### config.mk
export PLATFORM = sky130hd
export DESIGN_NAME = csnms_window
export DESIGN_NICKNAME = d
export VERILOG_FILES = /design/src/csnms_pkg.sv /design/src/csnms_window.sv
export SDC_FILE = /design/constraint.sdc
export NUM_CORES = 1
export LEC_CHECK = 0
export BUFFER_PORTS_ARGS = -buffer_cell sky130_fd_sc_hd__buf_2
export CAP_MARGIN = 20
export CORE_MARGIN = 5
export CORE_UTILIZATION = 45
export DETAILED_ROUTE_END_ITERATION = 10
export PLACE_DENSITY = 0.75
export SLEW_MARGIN = 20
export SYNTH_ARGS = -nofsm -noshare
export SYNTH_HDL_FRONTEND = slang
export SYNTH_SLANG_ARGS = --single-unit
### constraint.sdc
create_clock -name clock -period 3.7 [get_ports clock]
set_clock_uncertainty 0.15 [all_clocks]
set_input_delay 0.185 -clock clock [delete_from_list [all_inputs] [get_ports clock]]
set_output_delay 0.185 -clock clock [all_outputs]
set_load 0.1 [all_outputs]
### src/csnms_pkg.sv
`timescale 1ns / 1ps
// Shared types, constants and helpers for the corner score suppression block.
package csnms_pkg;

   localparam int DEF_MAX_WIDTH  = 1024;
   localparam int DEF_SCORE_BITS = 8;

   localparam int SCORE_IN_BITS = 8;
   localparam int WIDTH_BITS    = 11;
   localparam int OUT_X_BITS    = 10;
   localparam int ROW_BITS      = 12;
   localparam int CSR_IDX_BITS  = 1;
   localparam int CSR_DATA_BITS = 11;

   localparam int MIN_WIDTH = 3;

   localparam logic [ROW_BITS-1:0]   ROW_SAT           = 12'hFFF;
   localparam logic [WIDTH_BITS-1:0] RST_IMAGE_WIDTH   = 11'd640;
   localparam logic                  RST_SUPPRESS_EN   = 1'b1;

   localparam logic [CSR_IDX_BITS-1:0] REG_IMAGE_WIDTH     = 1'd0;
   localparam logic [CSR_IDX_BITS-1:0] REG_SUPPRESS_ENABLE = 1'd1;

   typedef struct packed {
      logic [SCORE_IN_BITS-1:0] corner_score;
      logic                     frame_start;
   } req_type;

   typedef struct packed {
      logic                  out_valid;
      logic [OUT_X_BITS-1:0] out_x;
      logic [ROW_BITS-1:0]   out_y;
      logic                  keep;
   } rsp_type;

   function automatic logic [ROW_BITS-1:0] row_sat_inc(input logic [ROW_BITS-1:0] r);
      row_sat_inc = (r == ROW_SAT) ? r : r + 1'b1;
   endfunction

endpackage

### src/csnms_window.sv
`timescale 1ns / 1ps
// 3x3 score window and the keep decision for the pixel at its centre.
module csnms_window
   import csnms_pkg::*;
#(
   parameter int MAX_WIDTH  = DEF_MAX_WIDTH,
   parameter int SCORE_BITS = DEF_SCORE_BITS
) (
   input  logic                           clock,
   input  logic                           advance,
   input  logic [$clog2(MAX_WIDTH)-1:0]   x,
   input  logic [ROW_BITS-1:0]            y,
   input  logic [SCORE_BITS-1:0]          score,
   input  logic [SCORE_BITS-1:0]          rd_upper,
   input  logic [SCORE_BITS-1:0]          rd_middle,
   input  logic [$clog2(MAX_WIDTH+1)-1:0] width,
   input  logic                           suppress_en,
   output rsp_type                        result
);

   localparam int XB = $clog2(MAX_WIDTH);
   localparam int WB = $clog2(MAX_WIDTH + 1);

   logic [SCORE_BITS-1:0] win_ff [3][3];
   logic [SCORE_BITS-1:0] nw     [3][3];
   logic [XB-1:0]         cx;
   logic [ROW_BITS-1:0]   cy;
   logic                  top, left, right, dec_valid, kept;

   always_comb begin
      for (int r = 0; r < 3; r++) begin
         nw[r][0] = win_ff[r][1];
         nw[r][1] = win_ff[r][2];
      end
      nw[0][2] = rd_upper;
      nw[1][2] = rd_middle;
      nw[2][2] = score;
   end

   always_ff @(posedge clock) begin
      if (advance) begin
         for (int r = 0; r < 3; r++) begin
            for (int c = 0; c < 3; c++) begin
               win_ff[r][c] <= nw[r][c];
            end
         end
      end
   end

   always_comb begin
      if (x != '0) begin
         cx = x - 1'b1;
         cy = (y >= 12'd1) ? y - 12'd1 : '0;
      end else begin
         cx = XB'(width - 1'b1);
         cy = (y >= 12'd2) ? y - 12'd2 : '0;
      end
      dec_valid = (y >= 12'd2) || ((y == 12'd1) && (x != '0));
      top   = (cy == '0);
      left  = (cx == '0);
      right = (WB'(cx) == width - 1'b1);
      kept  = (nw[1][1] != '0);
      if (suppress_en) begin
         for (int r = 0; r < 3; r++) begin
            for (int c = 0; c < 3; c++) begin
               if (!(r == 1 && c == 1) && !(r == 0 && top) && !(c == 0 && left)
                   && !(c == 2 && right) && (nw[r][c] >= nw[1][1])) begin
                  kept = 1'b0;
               end
            end
         end
      end
      result = '0;
      if (dec_valid) begin
         result.out_valid = 1'b1;
         result.out_x     = OUT_X_BITS'(cx);
         result.out_y     = (y == ROW_SAT) ? ROW_SAT : cy;
         result.keep      = kept;
      end
   end

endmodule

======== Word-level counts from Yosys, hierarchy flattened ========
Memory sizes are Yosys's and may differ from the RTL's.
Index checks and enable logic that the tools add are counted.
storage, ports and cells
  register bits after elaboration ......... 0
  bits in latches ......................... 0
  bits in writable memories ............... 72
  memory bits (read-only) ................. 0
  bits of input ports ..................... 60
  output and inout port bits .............. 24
  word-level logic and storage cells ...... 53
  memories ................................ 1
operators by class
  add/subtract/negate cells ............... 4
  $mul .................................... 0
  div/mod/pow operators ................... 0
  order comparisons ....................... 10
  eq/ne operators ......................... 3
  shift-type cells ........................ 0
  multiplexer cells ....................... 17
  bitwise gates (word level) .............. 0
  reductions and logical operators ........ 18
memory list
  memory  words  bits a word  read ports  clocked after memory_dff  write ports  RTL line            text
  win_ff  3      24           3           0                         3            csnms_window.sv:24  logic [SCORE_BITS-1:0] win_ff [3][3];
operators by type and width
  kind                   number
  $ge 8x8->1             8
  $mux 12                4
  $mux 24                1
  $eq 12x1->1 const B    1
  $eq 12x12->1 const B   1
  $ge 12x1->1 const B    1
  $ge 12x2->1 const B    1
  $logic_not 12->1       1
  $sub 12x1->12 const B  1
  $sub 12x2->12 const B  1
  $eq 10x11->1           1
  $mux 1                 11
  $sub 11x1->11 const B  1
  $logic_and 1x1->1      10
  $logic_not 10->1       1
  $mux 10                1
  $reduce_bool 10->1     1
  $sub 10x1->10 const B  1
  $reduce_bool 8->1      1
  $logic_not 1->1        3
  $logic_or 1x1->1       1

======== Logic depth before layout (Yosys ltp) ========
  word-level depth ........................ 17
  depth in mapped cells ................... 13
  depth with buffers taken out ............ 11

======== Worst setup path after synthesis ========
No wires, ideal clock.
  kind .................................... input port to output port
  from .................................... input port x[0]
  to ...................................... output port result[0] in the netlist's numbering
  arrival time ............................ 3.992 ns
  required time ........................... 3.365 ns
  setup slack ............................. -0.627 ns
  stages .................................. 12
  buffers on the path ..................... 1
  cell sequence ........................... inv_1 -> ha_1 -> nor2b_1 -> nand3_1 -> clkbuf_1 -> nand2_1 -> nand2_1 -> a21oi_1 -> nor4_1 -> and4_2 -> a22oi_1 -> o2bb2ai_1
RTL lines
  item             RTL line            text
  start, declared  csnms_window.sv:11  input logic [$clog2(MAX_WIDTH)-1:0] x,
  end, declared    csnms_window.sv:18  output rsp_type result

==> flow_summary.json <==
{
  "synth.most_common_cell": "ha_1",
  "max_freq_ghz": 0.2821,
  "clkTransAtPathRegs_ps": 100,
  "ff2ff_path_depth": 1,
  "dieArea_um2": 11530,
  "crit_buf_inv": 2,
  "grt_max_degree": 49,
  "place_hpwl_um": 8688,
  "peakVddDrop_uv": 206.3,
  "drtIter0Drc": 333,
  "startpoint_type": "flop",
  "endpoint": "result[0]",
  "routed_via_density": 5.794,
  "nets": 691,
  "synthToLayoutAreaGrowth_pct": 25.13,
  "powerDensity_nw_per_um2": 304.1,
  "numCtsBuffers": 5,
  "n_antenna_cell": 0,
  "status": "finished clean",
  "combPwrFrac": 0.348,
  "drt-wirelength-per-cell_um": 16.53,
  "grt_pass1_wl_um": 18110,
  "synthFlopType": "edfxtp_1",
  "antenna_left": 0,
  "io_buffers": 83,
  "hold_viol_final": 0,
  "totalWireLength_um": 11380,
  "top_register": "win_ff",
  "worstPathArrival_ps": 3210,
  "synth_common_cells": "ha_1 (73), edfxtp_1 (48), nor2_1 (30)",
  "holdPathStages": 1,
  "core_um2": 9240,
  "cp-startpoint": "win_ff[1][0]",
  "cts_tree": "done",
  "cp_max_fo": 6,
  "synthArstFlopShare": 0,
  "ys_seq_elements": 48,
  "start_util": 0.4617,
  "ys_types": 56,
  "setup_viol": 0,
  "r2r-start": "win_ff[1][0]",
  "timing.rr.end": "win_ff[1][8]",
  "io_pins": 84,
  "cpPeakStageDelay_ps": 540,
  "drcViolationCount": 0,
  "yosysWarnings": 0,
  "ff2ff_setup_slack_ps": 2550,
  "min_period_ps": 3545,
  "numClockSinks": 48,
  "die_w_um": 107.4,
  "place_congestion": 0.9157,
  "synth-seq-area-share": 0.3378,
  "drive_above_1_share": 0.2218,
  "p_sw_mw": 0.5698,
  "htree_levels": 2,
  "worst_pin_slew_ps": 587.6,
  "slowest_stage": "edfxtp_1",
  "hold_path_class": "input port to flop",
  "setup_ws_ps": 155.0,
  "rows": 35,
  "slew_violations": 0,
  "cts_buffer_depth": 2,
  "synthTopCellsByArea": "edfxtp_1 (34%), ha_1 (21%), xnor2_1 (3.1%), a21oi_1 (2.8%), nor2_1 (2.6%)",
  "path_common_cell": "a21o_1",
  "dp_worst_setup_slack_ps": 165.0,
  "max_cap_violations": 0,
  "slew_headroom": 0.6073,
  "syn_area_um2": 4267,
  "yosysTopAreaCellShare": 0.3378,
  "clkPwrFrac": 0.242,
  "syn_nets": 570,
  "timing_worst_setup_path_type": "flop to output pin",
  "cp.depth": 12,
  "vias": 3986,
  "antenna_found_initial": 0,
  "critPathRequiredTime_ps": 3370,
  "seqPwrFrac": 0.410,
  "crit_chain": "ha_1, nand2b_1, a21o_1, a21oi_1, o21ai_0, a21o_1, a21o_1, a2111oi_1, buf_4, o211ai_1, o2bb2ai_2, buf_12",
  "p_int_mw": 1.054,
  "cts_root_buffer": "clkbuf_8",
  "first_pass_iters": 4,
  "yosys.area.top_type": "edfxtp_1",
  "synth_edf_count": 48,
  "die_height_um": 107.4,
  "grt_pass1_vias": 3869,
  "insertion_delay_ps": 300,
  "cpLargestDelayFamily": "compound AO/OA/AOI/OAI gates",
  "largest_reg_flops": 48,
  "cts_setup_buffers": 0,
  "syn_inst": 437,
  "fin_cells": 688,
  "sw_frac_of_total": 0.3509,
  "period_share": 0.9581,
  "power_leakage_nw": 2.303,
  "dp.cells": 655,
  "synth_area_per_cell_um2": 9.763,
  "grt_usage": 0.1932,
  "overflow": 0,
  "largestRegisters": "win_ff (48)",
  "endpoint_kind": "output pin"
}
worst min path at each step:
stage	slack, ps	start	end
global route	180	advance	win_ff[2][1]
floorplan	130	rd_upper[0]	win_ff[0][0]
finish	190	advance	win_ff[1][0]
detailed placement	230	rd_upper[0]	win_ff[0][0]
global placement	220	rd_middle[0]	win_ff[1][0]
CTS	310	win_ff[0][0]	win_ff[0][8]
metal layers:
layer | vias up | track usage | wire [um]
met1 | 1870 | 0.2669 | 5119
met3 | 26 | 0.03239 | 715
met5 | - | 0 | 0
met2 | 161 | 0.3083 | 5260
met4 | 0 | 0.06222 | 280
li1 | 1929 | - | -
layout by cell type, fill, tap and decap left out, drive strengths merged, types with 3 or more instances in the layout:
| cell type | synthesis | routed |
|---|---|---|
| nor2 | 30 | 30 |
| nor3b | 6 | 6 |
| a2111oi | 5 | 5 |
| o21ai | 21 | 21 |
| dlygate4sd3 | 0 | 24 |
| nand2b | 9 | 9 |
| nand4 | 8 | 8 |
| nor2b | 3 | 3 |
| buf | 2 | 97 |
| nand2 | 23 | 23 |
| xnor2 | 15 | 15 |
| a21oi | 24 | 24 |
| xor2 | 7 | 7 |
| and2 | 6 | 6 |
| and3 | 5 | 5 |
| edfxtp | 48 | 48 |
| nand3 | 18 | 18 |
| inv | 28 | 28 |
| nor4 | 9 | 9 |
| a31oi | 9 | 9 |
| nor3 | 12 | 12 |
| ha | 73 | 73 |
| mux2i | 3 | 3 |
| clkbuf | 5 | 5 |
| or4 | 5 | 5 |
| o211ai | 4 | 4 |
| a211oi | 12 | 12 |
| a21o | 10 | 10 |
| o21a | 5 | 5 |
logic make-up (layout without fill, tap and decap cells):
group | count (synthesis) | count (layout) | share of synthesized area
buffers and inverters | 35 | 157 | 0.03196
DFF | 48 | 48 | 0.3378
and+or+nand+nor | 146 | 146 | 0.1880
muxes | 4 | 4 | 0.01232
adders and majority gates | 73 | 73 | 0.2141
AOI/OAI and AO/OA | 109 | 109 | 0.1707
xor gates and xnor gates | 22 | 22 | 0.04516
power groups by stage:
stage          Clock, mW  Combinational, mW  Sequential (mW)
2_1_floorplan          0              0.364            0.671
3_3_place_gp           0              0.512            0.674
3_5_place_dp           0              0.530            0.678
4_1_cts            0.395              0.554            0.665
5_1_grt            0.421              0.620            0.669
6_report           0.393              0.566            0.665
stage by stage:
| stage | area (um2) | util | power, mW | setup TNS, ps | hold slack (ps) |
|---|---|---|---|---|---|
| after global placement | 4941 | 0.5347 | 1.186 | 0 | 224.9 |
| after floorplan | 4283 | - | 1.035 | -1317 | 133.9 |
| after detailed placement | 4941 | 0.5347 | 1.207 | 0 | 230.1 |
| after CTS | 5298 | 0.5733 | 1.614 | 0 | 307.3 |
| final | 5339 | 0.5778 | 1.624 | 0 | 187.9 |
| after global routing | 5339 | 0.5778 | 1.710 | -1.341 | 184.0 |
what timing repair did:
item | CTS | global route
endpoints found under the setup margin | 0 | 1
hold buffers | 24 | 0
resized for setup | 0 | 7
endpoints found under the hold margin | 24 | 0
area by class of cell:
type	instances	area (um2)
multi-input cells	354	2726
fillers	792	3901
flip-flops and latches	48	1441
repair buffers	121	788.3
well taps	129	161.4
inverters	28	105.1
clock buffers	5	68.82
clock inverters	3	47.55
Power figures use the tool's default switching activity.
