`src/csnms_pkg.sv`:
```
`timescale 1ns / 1ps
// Shared types, constants and helpers for the corner score suppression block.
package csnms_pkg;

   localparam int DEF_MAX_WIDTH  = 1024;
   localparam int DEF_SCORE_BITS = 8;

   localparam int SCORE_IN_BITS = 8;
   localparam int WIDTH_BITS    = 11;
   localparam int OUT_X_BITS    = 10;
   localparam int ROW_BITS      = 12;
   localparam int CSR_IDX_BITS  = 1;
   localparam int CSR_DATA_BITS = 11;

   localparam int MIN_WIDTH = 3;

   localparam logic [ROW_BITS-1:0]   ROW_SAT           = 12'hFFF;
   localparam logic [WIDTH_BITS-1:0] RST_IMAGE_WIDTH   = 11'd640;
   localparam logic                  RST_SUPPRESS_EN   = 1'b1;

   localparam logic [CSR_IDX_BITS-1:0] REG_IMAGE_WIDTH     = 1'd0;
   localparam logic [CSR_IDX_BITS-1:0] REG_SUPPRESS_ENABLE = 1'd1;

   typedef struct packed {
      logic [SCORE_IN_BITS-1:0] corner_score;
      logic                     frame_start;
   } req_type;

   typedef struct packed {
      logic                  out_valid;
      logic [OUT_X_BITS-1:0] out_x;
      logic [ROW_BITS-1:0]   out_y;
      logic                  keep;
   } rsp_type;

   function automatic logic [ROW_BITS-1:0] row_sat_inc(input logic [ROW_BITS-1:0] r);
      row_sat_inc = (r == ROW_SAT) ? r : r + 1'b1;
   endfunction

endpackage

```
`src/csnms_position.sv`:
```
`timescale 1ns / 1ps
// Column and row counters giving the raster position of each incoming beat.
module csnms_position
   import csnms_pkg::*;
#(
   parameter int MAX_WIDTH = DEF_MAX_WIDTH
) (
   input  logic                           clock,
   input  logic                           reset,
   input  logic                           accept,
   input  logic                           frame_start,
   input  logic [$clog2(MAX_WIDTH+1)-1:0] width,
   output logic [$clog2(MAX_WIDTH)-1:0]   x,
   output logic [ROW_BITS-1:0]            y
);

   localparam int XB = $clog2(MAX_WIDTH);
   localparam int WB = $clog2(MAX_WIDTH + 1);

   logic [XB-1:0]       col_ff, col_in, col_s;
   logic [ROW_BITS-1:0] row_ff, row_in, row_s;
   logic [WB-1:0]       nxt;

   always_comb begin
      col_s = frame_start ? '0 : col_ff;
      row_s = frame_start ? '0 : row_ff;
      if (WB'(col_s) >= width) begin
         x = '0;
         y = row_sat_inc(row_s);
      end else begin
         x = col_s;
         y = row_s;
      end
      nxt = WB'(x) + 1'b1;
      if (nxt >= width) begin
         col_in = '0;
         row_in = row_sat_inc(y);
      end else begin
         col_in = XB'(nxt);
         row_in = y;
      end
   end

   always_ff @(posedge clock) begin
      if (reset) begin
         col_ff <= '0;
         row_ff <= '0;
      end else if (accept) begin
         col_ff <= col_in;
         row_ff <= row_in;
      end
   end

   a_col_in_range: assert property (@(posedge clock) disable iff (reset)
      accept |-> (WB'(x) < width))
      else $error("column outside the image width");

endmodule

```
`config.mk`:
```
export PLATFORM = sky130hd
export DESIGN_NAME = csnms_position
export DESIGN_NICKNAME = d
export VERILOG_FILES = /design/src/csnms_pkg.sv /design/src/csnms_position.sv
export SDC_FILE = /design/constraint.sdc
export NUM_CORES = 1
export LEC_CHECK = 0
export BUFFER_PORTS_ARGS = -buffer_cell sky130_fd_sc_hd__buf_2
export CAP_MARGIN = 20
export CORE_MARGIN = 2
export CORE_UTILIZATION = 60
export DETAILED_ROUTE_END_ITERATION = 10
export PLACE_DENSITY = 0.83
export RECOVER_POWER = 25
export SLEW_MARGIN = 20
export SYNTH_ARGS = -nofsm -noshare
export SYNTH_HDL_FRONTEND = slang
export SYNTH_SLANG_ARGS = --single-unit
```
`constraint.sdc`:
```
create_clock -name clock -period 9.7 [get_ports clock]
set_clock_uncertainty 0.15 [all_clocks]
set_input_delay 1.94 -clock clock [delete_from_list [all_inputs] [get_ports clock]]
set_output_delay 1.94 -clock clock [all_outputs]
set_load 0.005 [all_outputs]
```
* Yosys cells after proc, flatten, opt, wreduce, memory -nomap -nowiden
Cells that the tools add are included.
Cells by class: $add $sub $neg 3, order comparisons 2, equality and inequality tests 2, muxes and demuxes 8
Operators with widths (number):
- 12-bit two-way mux | 5
- 10-bit two-way mux | 3
- 12-bit by 1-bit adder with 12-bit output, second input constant | 2
- 12-bit == test, second input constant | 2
- 10-bit by 1-bit adder with 11-bit output, second input constant | 1
- 10-bit by 11-bit >= comparator with 1-bit output | 1
- 11-bit >= comparator | 1
Storage, ports and cells: register bits after elaboration 22, bits of input ports 15, output and inout port bits 22, logic and storage cells 17

* Longest topological paths before layout
Gate-level depths: netlist of run 1.
depth after elaboration 7, gate-level depth with buffers 25, mapped depth without buffers 22

* Least setup slack after synthesis of run 1
OpenSTA, ideal clock, no wires.
path kind input-to-reg, start input port frame_start, end register row_ff[10], arrival 6.650 ns, slack 2.814 ns, stages 24, path through clkbuf_1 > buf_1 > nor2b_1 > ha_1 > a211oi_2 > nor3_2 > a31oi_2 > buf_2 > and3_1 > clkbuf_1 > and2_1 > ha_1 > and4_1 > and3_1 > nand3_1 > mux2i_1 > ha_1 > o21a_1 > o211ai_1 > o21ai_1 > nand4_1 > nor3_1 > mux2_2 > a211oi_1
Between the ends: elaborated cells on any way between the ends 14
RTL lines:
- start, declared | line csnms_position.sv:11 | input logic frame_start,
- 10-bit two-way mux (*) | line csnms_position.sv:25 | col_s = frame_start ? '0 : col_ff;
- 10-bit by 11-bit >= comparator with 1-bit output | line csnms_position.sv:27 | if (WB'(col_s) >= width) begin
- 10-bit two-way mux (*) | line csnms_position.sv:27
- net x[0] | line csnms_position.sv:13 | output logic [$clog2(MAX_WIDTH)-1:0] x,
- 10-bit by 1-bit adder with 11-bit output (*) | line csnms_position.sv:34 | nxt = WB'(x) + 1'b1;
- 11-bit >= comparator (*) | line csnms_position.sv:35 | if (nxt >= width) begin
- 12-bit two-way mux (*) | line csnms_position.sv:35
- end signal, assigned | line csnms_position.sv:50 | row_ff <= row_in;
- end, declared | line csnms_position.sv:21 | logic [ROW_BITS-1:0] row_ff, row_in, row_s;
Mark *: on every way through the listed nets, which the timed path passes. The rest lies on a longest branch. A chain may end at the register's enable or synchronous reset.

* Final worst setup path of run 1
start input port frame_start, end register row_ff[10]
Between the ends: word-level cells in the longest chain between the ends 7, elaborated cells on any way between the ends 14
RTL lines (line):
- branches (longest 6 deep; another with 10-bit by 11-bit >= comparator with 1-bit output)
- 12-bit two-way mux (*) | csnms_position.sv:35
Mark *: on every way between the ends.

==> metrics.md, run 1 <==
| Metric | Value |
|---|---|
| Status | `finished clean` |
| Fillers | `342` |
| R2R Setup Slk | `3.93 ns` |
| Setup TNS | `0 ns` |
| Post-Syn Nets | `357` |
| Combinational share of power | `17.3%` |
| Global-route wire length before repair | `10700 microns` |
| Syn Inst Count | `318` |
| Achievable clock frequency | `126 MHz` |
| Max-cap violations | `0` |
| DP Area | `2720 sq um` |
| Most common cell after layout, fill and taps aside | `buf_2` |
| Seq pwr share | `51.4%` |
| Vias post-DR | `2432` |
| Core area | `4030 sq um` |
| Largest net degree at the start of global routing | `37` |
| Largest cells by area after synthesis | `dfxtp_1 (18%), ha_1 (12%), nor2b_1 (5.0%)` |
| Count of port buffers added during placement | `36` |
| DR iter-0 viols | `179` |
| TritonRoute pass-1 iters | `7` |
| Chip Height | `68.7 microns` |
| Pwr Density | `69.2 nW/um^2` |
| Clock share of power | `31.2%` |
| Via density per instance | `6.14` |
| Die Width | `68.7 microns` |
| Fin crit share | `81.5%` |
| Worst IR drop on VDD | `0.0000790 V` |
| Row count | `23` |
| Detail Route Antenna Nets | `0` |
| Final nets | `387` |
| Most frequent cells in the layout | `buf_2 (35), nor2_1 (32), a21oi_1 (25), nand2_1 (24), ha_1 (24)` |
| TritonCTS Sinks | `22` |
| Fin area | `2710 sq um` |
| GRT Resource Usage Total | `29.6%` |
| WP data arrival | `7.94 ns` |
| Root Buffer | `clkbuf_8` |
| Top FF cell, synth | `dfxtp_1` |
| Overall die area | `4730 sq um` |
| Async S/R FF share, synth | `0%` |
| Inst Count DP | `393` |
| Critical path class | `input pin to register` |
| Yosys cell types | `66` |
| Hold_sp | `col_ff[1]` |
| Layout cells sized above 1 | `19.1%` |
| CTS tree | `built` |
| Power Total | `0.187 mW` |
| Starting Density | `62.4%` |
| R2r worst-path depth | `20` |
| Clock transition at the registers of the reported paths | `0.08 ns` |
| Final Hold Fails | `0` |
| Top cell type's share of synthesized area | `17.5%` |
| Slew @ Worst Pin | `1.03 ns` |
| Area growth from synthesis to layout | `7.71%` |
| Grt ovf | `0` |
| Finished Core Util | `67.2%` |
| Initial antenna violation count | `0` |
| Reg2reg end | `row_ff[10]` |
| Switching share of total power | `29.0%` |
| Min-Delay Path Depth | `2` |
| Worst skew pair latency | `0.26 ns` |
| ANT cells | `0` |
| Routed WL | `6410 microns` |
| Worst setup SP type | `input pin` |
| Int Pwr | `0.133 mW` |
| Sw power | `0.0543 mW` |
| Hold Crit Class | `register to register` |
| Synth Cell Area | `2510 sq um` |
| Layout Cells excl Fill | `396` |
| Crit path capture type | `register` |
| Synthesis-stage register bit count | `22` |
| Relative slew slack | `31.5%` |
| Num CTS Buffers | `3` |
| # DRC | `0` |
| Clock Path Buffers | `2` |
| H-tree Lvls | `1` |
| Critical Path Fanout Max | `25` |
| Worst r2r src | `col_ff[2]` |
| Leakage dissipation | `1.18 nW` |
| EDFF count, synth | `0` |
| Post-DR wirelength/cell | `16.2 microns` |
| Fin. max-slew vios | `0` |
| Leading area contributor after synthesis | `dfxtp_1` |
| Vias in the first global route | `2248` |
| Final GP Congestion | `0.958` |
| Detailed placer's ending HPWL | `4930 microns` |
| Synthesized area per cell | `7.91 sq um` |
| Io pins | `37` |
| Setup-failing EPs final | `0` |
| CTS-repair resized insts | `0` |
| Cts-stage hold buffer count | `0` |
| Seq/Total Area, Yosys | `17.5%` |
| RSZ-0062 raised after global routing | `no` |
| Final Critical Period | `7.91 ns` |
| Yosys warning total | `0` |
| Critical Path RT | `9.73 ns` |
| Worst Hold End | `col_ff[1]` |
| Post-CTS setup buffers | `0` |
[worst max path at each step]
stage | start | endpoint | slack, ns | depth (start not counted)
3_5_place_dp | frame_start | row_ff[10] | 2.42 | 22
6_report | frame_start | row_ff[10] | 1.79 | 22
4_1_cts | frame_start | row_ff[10] | 2.71 | 21
2_1_floorplan | frame_start | row_ff[10] | 2.81 | 24
5_1_grt | frame_start | row_ff[10] | 1.13 | 23
3_3_place_gp | frame_start | row_ff[10] | 2.69 | 22
[power groups by stage]
stage               Combinational [mW]  Clock [mW]  Sequential [mW]
global route                    0.0365      0.0628           0.0967
floorplan                       0.0236           0           0.0971
detailed placement              0.0330           0           0.0983
finish                          0.0325      0.0586           0.0964
global placement                0.0323           0           0.0982
CTS                             0.0332      0.0591           0.0962
[kinds of logic after synthesis]
family | count (synthesis) | synth area share, %
DFF | 22 | 17.5
adders and majority gates | 24 | 11.9
buffers and inverters | 28 | 4.23
muxes | 6 | 2.54
AOI/OAI and AO/OA | 64 | 19.9
and+or+nand+nor | 156 | 35.8
xor gates and xnor gates | 18 | 8.06
[critical path, cell delays in order]
cell      delay [ns]
clkbuf_1        0.74
inv_1           0.34
nand2_1         0.16
ha_1            0.23
nor2b_1         0.10
o21ai_0         0.13
a31oi_1         0.73
and3_1          0.43
and2_1          0.26
ha_1            0.24
and4_1          0.20
and3_1          0.19
nand3_1         0.12
mux2i_1         0.16
ha_1            0.30
o21a_1          0.13
o211ai_1        0.10
o21ai_1         0.36
nand4_1         0.28
nor3_1          0.23
mux2_2          0.35
a211oi_1        0.22
[state kept, by name, summed over array words and instances, names as in the netlist]
signal and cells:
row_ff 12, col_ff 10
[per-stage QoR]
step | setup slack [ns] | hold WS (ns)
final | 1.79 | 0.343
after global routing | 1.13 | 0.363
after CTS | 2.71 | 0.344
after detailed placement | 2.42 | 0.331
after global placement | 2.69 | 0.303
after floorplan | 2.81 | 0.292
[cell usage after synthesis, types with 2 or more instances]
master	number
a21o_1	2
nor2b_1	20
a211oi_2	6
ha_1	24
mux2i_1	3
and3_1	6
o211ai_1	4
a21oi_1	23
o21ai_1	3
and4_1	2
o221ai_1	2
nor2_1	32
nand3b_1	3
xnor2_1	9
nand4_1	9
inv_1	16
a211oi_1	2
dfxtp_1	22
a21oi_2	3
clkbuf_1	9
or3_1	2
xnor2_4	2
or4_1	2
o21a_1	2
nand2_1	24
mux2_2	3
nor4_1	4
xor2_1	6
nand3_1	9
nor3_1	7
and2_1	8
nand2b_1	14
o21ai_0	2
[cell type report]
class | count | area, sq um | share of cell area [%]
clock buffer | 3 | 41.3 | 1.52
inverter | 17 | 63.8 | 2.36
multi-input combinational | 268 | 1920 | 70.9
sequential | 22 | 440 | 16.3
tap | 50 | 62.6 | 2.31
timing repair buffer | 36 | 179 | 6.61
[per-layer routing]
| layer | up-vias | global-route usage (%) | share of wire, % |
|---|---|---|---|
| li1 | 1202 | - | - |
| met1 | 1121 | 40.7 | 45 |
| met2 | 99 | 48.7 | 46 |
| met3 | 10 | 5.36 | 7.3 |
| met4 | 0 | 5.88 | 1.1 |
| met5 | - | 0 | 0 |
No activity file was read; power rests on OpenSTA's default activity.
==> inputs of run 2 (changes only) <==
--- a/config.mk
+++ b/config.mk
@@ -8,9 +8,9 @@
 export BUFFER_PORTS_ARGS = -buffer_cell sky130_fd_sc_hd__buf_2
 export CAP_MARGIN = 20
 export CORE_MARGIN = 2
-export CORE_UTILIZATION = 60
+export CORE_UTILIZATION = 58
 export DETAILED_ROUTE_END_ITERATION = 10
-export PLACE_DENSITY = 0.83
+export PLACE_DENSITY = 0.81
 export RECOVER_POWER = 25
 export SLEW_MARGIN = 20
 export SYNTH_ARGS = -nofsm -noshare
==> constraint.sdc (replaced) <==
create_clock -name clock -period 8.2 [get_ports clock]
set_clock_uncertainty 0.15 [all_clocks]
set_input_delay 1.64 -clock clock [delete_from_list [all_inputs] [get_ports clock]]
set_output_delay 1.64 -clock clock [all_outputs]
set_load 0.005 [all_outputs]
==> run 2 against run 1 <==
Effect of this change: hold slack worse by 0.020 ns; via count is 0.33% lower; sequential power up 18%.
==> metrics.md, run 2 (same netlist as run 1, synthesis figures left out) <==
| Metric | Value |
|---|---|
| Slew @ Worst Pin | `0.892 ns (-0.135 ns)` |
| Fin crit share | `86.9%` |
| R2r worst-path depth | `20 (unchanged)` |
| Achievable clock frequency | `140 MHz` |
| Crit path capture type | `register` |
| Status | `finished clean` |
| Overall die area | `4880 sq um (+3.3%)` |
| Setup TNS | `0 ns (unchanged)` |
| Finished Core Util | `66.7% (-0.58 points)` |
| Worst IR drop on VDD | `0.0000943 V (+19%)` |
| TritonCTS Sinks | `22 (unchanged)` |
| Hold Crit Class | `register to register` |
| Row count | `23 (unchanged)` |
| Io pins | `37 (unchanged)` |
| Clock transition at the registers of the reported paths | `0.09 ns (about the same)` |
| Critical Path Fanout Max | `25 (unchanged)` |
| Worst setup SP type | `input pin` |
| # DRC | `0 (unchanged)` |
| R2R Setup Slk | `2.42 ns (-1.51 ns)` |
| H-tree Lvls | `1 (unchanged)` |
| Largest regs | `row_ff x12, col_ff x10` |
| Most frequent cells in the layout | `buf_2 (35), nor2_1 (32), a21oi_1 (25), nand2_1 (24), ha_1 (24)` |
| Post-CTS setup buffers | `0 (unchanged)` |
| Vias post-DR | `2424 (-0.33%)` |
| Cts-stage hold buffer count | `0 (unchanged)` |
| Grt ovf | `0 (unchanged)` |
| Area of the multi-input gates | `1920 sq um (unchanged)` |
| WP data arrival | `7.16 ns (-0.78 ns)` |
| TritonRoute pass-1 iters | `4 (-3)` |
| Routed WL | `6300 microns (-1.7%)` |
| Inst Count DP | `393 (unchanged)` |
| Biggest register | `row_ff` |
| Clock Path Buffers | `2 (unchanged)` |
| Global-route wire length before repair | `10500 microns (-1.8%)` |
| Hold WS | `0.323 ns (-0.0202 ns)` |
| Worst r2r src | `col_ff[2]` |
| Most common cell after layout, fill and taps aside | `buf_2` |
| DP Area | `2720 sq um (unchanged)` |
| CP dominant cell by count | `ha_1` |
| Core area | `4090 sq um (+1.4%)` |
| CTS tree | `built` |
| Final nets | `387 (unchanged)` |
| Fin area | `2720 sq um (+0.55%)` |
| Starting Density | `61.5% (-0.88 points)` |
| CP top delay family | `simple AND/OR/NAND/NOR gates` |
| Relative slew slack | `40.3% (+8.7 points)` |
| Critical Path Stages | `22 (unchanged)` |
| Critical Path RT | `8.24 ns (-1.49 ns)` |
| Post-DR wirelength/cell | `15.9 microns (-1.9%)` |
| Initial antenna violation count | `0 (unchanged)` |
| Area growth from synthesis to layout | `8.31%` |
| Final Hold Fails | `0 (unchanged)` |
| Layout Cells excl Fill | `397 (+0.25%)` |
| Crit path capture | `row_ff[10]` |
| Fin. max-slew vios | `0 (unchanged)` |
| Count of port buffers added during placement | `36 (unchanged)` |
| Leakage dissipation | `1.19 nW (+0.76%)` |
| Critical-path cell list | `buf_2, inv_1, nand2_1, ha_1, nor2b_1, o21ai_0, a31oi_1, and3_1, and2_1, ha_1, and4_1, and3_1, nand3_1, mux2i_1, ha_1, o21a_1, o211ai_1, o21ai_1, nand4_1, nor3_1, mux2_2, a211oi_1` |
| Die Width | `69.9 microns (+1.6%)` |
| ANT cells | `0 (unchanged)` |
| Final Critical Period | `7.12 ns` |
| Fillers | `341 (-0.29%)` |
| Chip Height | `69.9 microns (+1.6%)` |
| Num CTS Buffers | `3 (unchanged)` |
| Max-cap violations | `0 (unchanged)` |
| Pwr Density | `86.1 nW/um^2 (+24%)` |
| RSZ-0062 raised after global routing | `no` |
| Largest net degree at the start of global routing | `37 (unchanged)` |
| Max incr delay on CP | `0.75 ns (about the same)` |
| Vias in the first global route | `2318 (+3.1%)` |
| CP max-delay cell | `a31oi_1` |
| Detailed placer's ending HPWL | `4790 microns (-2.8%)` |
| Power Total | `0.235 mW (+25%)` |
| Reg2reg end | `row_ff[10]` |
| Setup ws final | `1.08 ns (-0.712 ns)` |
| Layout cells sized above 1 | `19.6% (+0.52 points)` |
| Max FFs per register | `12 (unchanged)` |
| Root Buffer | `clkbuf_8` |
| Post-Place Worst Slack | `1.16 ns (-1.26 ns)` |
| GRT Resource Usage Total | `26.1% (-3.5 points)` |
| CP bufs+invs | `2 (unchanged)` |
| DR iter-0 viols | `220 (+23%)` |
| Crit. Startpoint | `frame_start` |
| Detail Route Antenna Nets | `0 (unchanged)` |
| Worst skew pair latency | `0.27 ns (about the same)` |
| Setup-failing EPs final | `0 (unchanged)` |
| Critical path class | `input pin to register` |
| CTS-repair resized insts | `0 (unchanged)` |
| Storage element area | `440 sq um (unchanged)` |
| Final GP Congestion | `0.970 (+1.2%)` |
| Via density per instance | `6.11 (-0.58%)` |
[run 2: report_power, final]
| part | switching [mW] | internal [mW] |
|---|---|---|
| registers | 0.00418 | 0.110 |
| logic | 0.0234 | 0.0152 |
| clock network | 0.0392 | 0.0429 |
| total | 0.0669 | 0.168 |
[run 2: routing by layer]
metal,share of wire (%),GRT usage (%),up-vias
met3,7.5,5.34,4
met5,0,0,-
met1,46,35.2,1131
met2,46,42.4,87
met4,0.79,6.84,0
li1,-,-,1202
[run 2: how the worst min path moves through the flow]
stage               from   endpoint  depth (start not counted)
4_1_cts        col_ff[1]  col_ff[1]                          2
6_report       col_ff[1]  col_ff[1]                          2
3_5_place_dp   col_ff[1]  col_ff[1]                          2
5_1_grt        col_ff[1]  col_ff[1]                          2
3_3_place_gp   col_ff[1]  col_ff[1]                          2
2_1_floorplan  col_ff[1]  col_ff[1]                          2
[run 2: worst reg2reg max path, delay by kind of cell, from the launching register on]
kind                     cells  cell delay, ns
AO/OA/AOI/OAI                7            1.80
adder cells (fa/ha/maj)      3            0.82
flip-flops                   1            0.37
multiplexers                 2            0.51
AND/OR/NAND/NOR              8            2.05
[run 2: cell type report]
| cell class | instances | share of cell area (%) |
|---|---|---|
| Clock buffer | 4 | 2.02 |
| Sequential cell | 22 | 16.2 |
| Timing Repair Buffer | 36 | 6.61 |
| Inverter | 17 | 2.34 |
| Tap cell | 50 | 2.30 |
| Multi-Input combinational cell | 268 | 70.6 |
==> inputs of run 3 (changes only) <==
--- a/config.mk
+++ b/config.mk
@@ -5,12 +5,13 @@
 export SDC_FILE = /design/constraint.sdc
 export NUM_CORES = 1
 export LEC_CHECK = 0
+export ABC_CLOCK_PERIOD_IN_PS = 8800
 export BUFFER_PORTS_ARGS = -buffer_cell sky130_fd_sc_hd__buf_2
 export CAP_MARGIN = 20
 export CORE_MARGIN = 2
-export CORE_UTILIZATION = 58
+export CORE_UTILIZATION = 50
 export DETAILED_ROUTE_END_ITERATION = 10
-export PLACE_DENSITY = 0.81
+export PLACE_DENSITY = 0.71
 export RECOVER_POWER = 25
 export SLEW_MARGIN = 20
 export SYNTH_ARGS = -nofsm -noshare
==> constraint.sdc (replaced) <==
create_clock -name clock -period 8.8 [get_ports clock]
set_clock_uncertainty 0.15 [all_clocks]
set_input_delay 1.76 -clock clock [delete_from_list [all_inputs] [get_ports clock]]
set_output_delay 1.76 -clock clock [all_outputs]
set_load 0.005 [all_outputs]
==> run 3 against run 2 <==
Effect of this change: first-iteration DRC count decreased by 38%; largest cell class unchanged; hold slack improved by 0.0059 ns; via count down 1.1%; critical path type unchanged; die area grew 15%; flip-flop and latch count stayed put; non-clock buffer count is the same.
==> metrics.md, run 3 (same netlist as run 1, synthesis figures left out) <==
| Metric | Value |
|---|---|
| Post-CTS setup buffers | `0 (unchanged)` |
| Initial antenna violation count | `0 (unchanged)` |
| Routed WL | `6380 microns (+1.2%)` |
| Combinational share of power | `17.3% (+0.8 points)` |
| CTS tree | `built` |
| Detailed placer's ending HPWL | `4920 microns (+2.6%)` |
| Via density per instance | `5.81 (-4.9%)` |
| Switching share of total power | `29.4% (+0.87 points)` |
| ANT cells | `0 (unchanged)` |
| R2R Setup Slk | `2.99 ns (+0.57 ns)` |
| H-tree Lvls | `1 (unchanged)` |
| Overall die area | `5610 sq um (+15%)` |
| Vias in the first global route | `2225 (-4.0%)` |
| TritonRoute pass-1 iters | `4 (unchanged)` |
| Hold Crit Class | `register to register` |
| Die Width | `74.9 microns (+7.3%)` |
| Critical Path RT | `8.83 ns (+0.59 ns)` |
| Cts-stage hold buffer count | `0 (unchanged)` |
| CTS-repair resized insts | `0 (unchanged)` |
| Final nets | `387 (unchanged)` |
| Final Hold Fails | `0 (unchanged)` |
| Leakage dissipation | `1.18 nW (-0.87%)` |
| Clock transition at the registers of the reported paths | `0.09 ns (about the same)` |
| Crit path capture | `row_ff[10]` |
| Layout cells sized above 1 | `19.1% (-0.52 points)` |
| Largest regs | `row_ff x12, col_ff x10` |
| R2r worst-path depth | `20 (unchanged)` |
| Inst Count DP | `410 (+4.3%)` |
| RSZ-0062 raised after global routing | `no` |
| Io pins | `37 (unchanged)` |
| Starting Density | `52.5% (-9.0 points)` |
| WP data arrival | `7.32 ns (+0.16 ns)` |
| Hold WS | `0.329 ns (+0.00592 ns)` |
| Clock share of power | `31.7% (-3.3 points)` |
| Hold_sp | `col_ff[1]` |
| Fin crit share | `82.7%` |
| Count of port buffers added during placement | `36 (unchanged)` |
| Max FFs per register | `12 (unchanged)` |
| DP Area | `2740 sq um (+0.78%)` |
| Status | `finished clean` |
| Vias post-DR | `2398 (-1.1%)` |
| TritonCTS Sinks | `22 (unchanged)` |
| Num CTS Buffers | `3 (unchanged)` |
| Slew @ Worst Pin | `0.896 ns (+0.00410 ns)` |
| Crit. Startpoint | `frame_start` |
| Fin. max-slew vios | `0 (unchanged)` |
| Largest net degree at the start of global routing | `37 (unchanged)` |
| Post-Place Worst Slack | `1.60 ns (+0.433 ns)` |
| Row count | `25 (+8.7%)` |
| # DRC | `0 (unchanged)` |
| Critical path class | `input pin to register` |
| Int Pwr | `0.147 mW (-12%)` |
| Worst r2r src | `col_ff[2]` |
| Most frequent cells in the layout | `buf_2 (35), nor2_1 (32), a21oi_1 (25), nand2_1 (24), ha_1 (24)` |
| DR iter-0 viols | `136 (-38%)` |
| Core area | `4790 sq um (+17%)` |
| Fin area | `2730 sq um (+0.23%)` |
| Crit path capture type | `register` |
| Most common cell after layout, fill and taps aside | `buf_2` |
| Setup TNS | `0 ns (unchanged)` |
| GRT Resource Usage Total | `24.5% (-1.6 points)` |
| Area growth from synthesis to layout | `8.56%` |
| Reg2reg end | `row_ff[10]` |
| Setup-failing EPs final | `0 (unchanged)` |
| Post-DR wirelength/cell | `15.4 microns (-2.7%)` |
| Max-cap violations | `0 (unchanged)` |
| Clock Path Buffers | `2 (unchanged)` |
| Final Critical Period | `7.28 ns` |
| Layout Cells excl Fill | `413 (+4.0%)` |
| Achievable clock frequency | `137 MHz` |
| Seq pwr share | `51.0% (+2.5 points)` |
| Sw power | `0.0611 mW (-8.6%)` |
| Root Buffer | `clkbuf_8` |
| Relative slew slack | `40.0% (-0.27 points)` |
| Critical Path Fanout Max | `25 (unchanged)` |
| Chip Height | `74.9 microns (+7.3%)` |
| Pwr Density | `76.1 nW/um^2 (-12%)` |
| Detail Route Antenna Nets | `0 (unchanged)` |
| Final GP Congestion | `0.913 (-5.9%)` |
| Worst IR drop on VDD | `0.0000455 V (-52%)` |
| Global-route wire length before repair | `10800 microns (+2.6%)` |
| Setup ws final | `1.52 ns (+0.441 ns)` |
| Worst setup SP type | `input pin` |
| Grt ovf | `0 (unchanged)` |
| Worst skew pair latency | `0.27 ns (about the same)` |
| Biggest register | `row_ff` |
[run 3: metal layers]
layer	vias to the layer above	GRT usage [%]	wire length, microns
met5	-	0	0
met4	0	7.34	91
met3	12	2.68	329
met2	68	38.3	2880
met1	1116	35.4	3080
li1	1202	-	-
[run 3: worst min-delay path by stage]
| stage | depth (start not counted) | endpoint | slack, ns |
|---|---|---|---|
| 2_1_floorplan | 2 | col_ff[1] | 0.29 |
| 3_3_place_gp | 2 | col_ff[1] | 0.30 |
| 3_5_place_dp | 2 | col_ff[1] | 0.32 |
| 4_1_cts | 2 | col_ff[1] | 0.33 |
| 5_1_grt | 2 | col_ff[1] | 0.36 |
| 6_report | 2 | col_ff[1] | 0.33 |
[run 3: critical path: stages]
cell and delay [ns]:
buf_2 0.37, inv_1 0.24, nand2_1 0.12, ha_1 0.22, nor2b_1 0.10, o21ai_0 0.12
a31oi_1 0.75, and3_1 0.44, and2_1 0.25, ha_1 0.22, and4_1 0.21, and3_1 0.20
nand3_1 0.14, mux2i_1 0.16, ha_1 0.29, o21a_1 0.11, o211ai_1 0.11, o21ai_1 0.42
nand4_1 0.27, nor3_1 0.23, mux2_2 0.35, a211oi_1 0.21
[run 3: cell type report]
class / instances / area, sq um
Tap cell: 67 / 83.8
Fill cell: 473 / 2060
Inverter: 17 / 63.8
Clock buffer: 3 / 41.3
Multi-Input combinational cell: 268 / 1920
Timing Repair Buffer: 36 / 179
Sequential cell: 22 / 440
[run 3: power groups by stage]
stage | sequential [mW] | combinational, mW | clock (mW)
after global placement | 0.108 | 0.0358 | 0
after global routing | 0.106 | 0.0407 | 0.0718
after CTS | 0.106 | 0.0367 | 0.0680
after detailed placement | 0.108 | 0.0366 | 0
final | 0.106 | 0.0359 | 0.0660
after floorplan | 0.107 | 0.0260 | 0
[run 3: through the flow]
| stage | utilization (%) | power [mW] |
|---|---|---|
| 2_1_floorplan | - | 0.133 |
| 3_3_place_gp | 57.2 | 0.144 |
| 3_5_place_dp | 57.2 | 0.145 |
| 4_1_cts | 58.0 | 0.211 |
| 5_1_grt | 57.0 | 0.219 |
| 6_report | 57.0 | 0.208 |
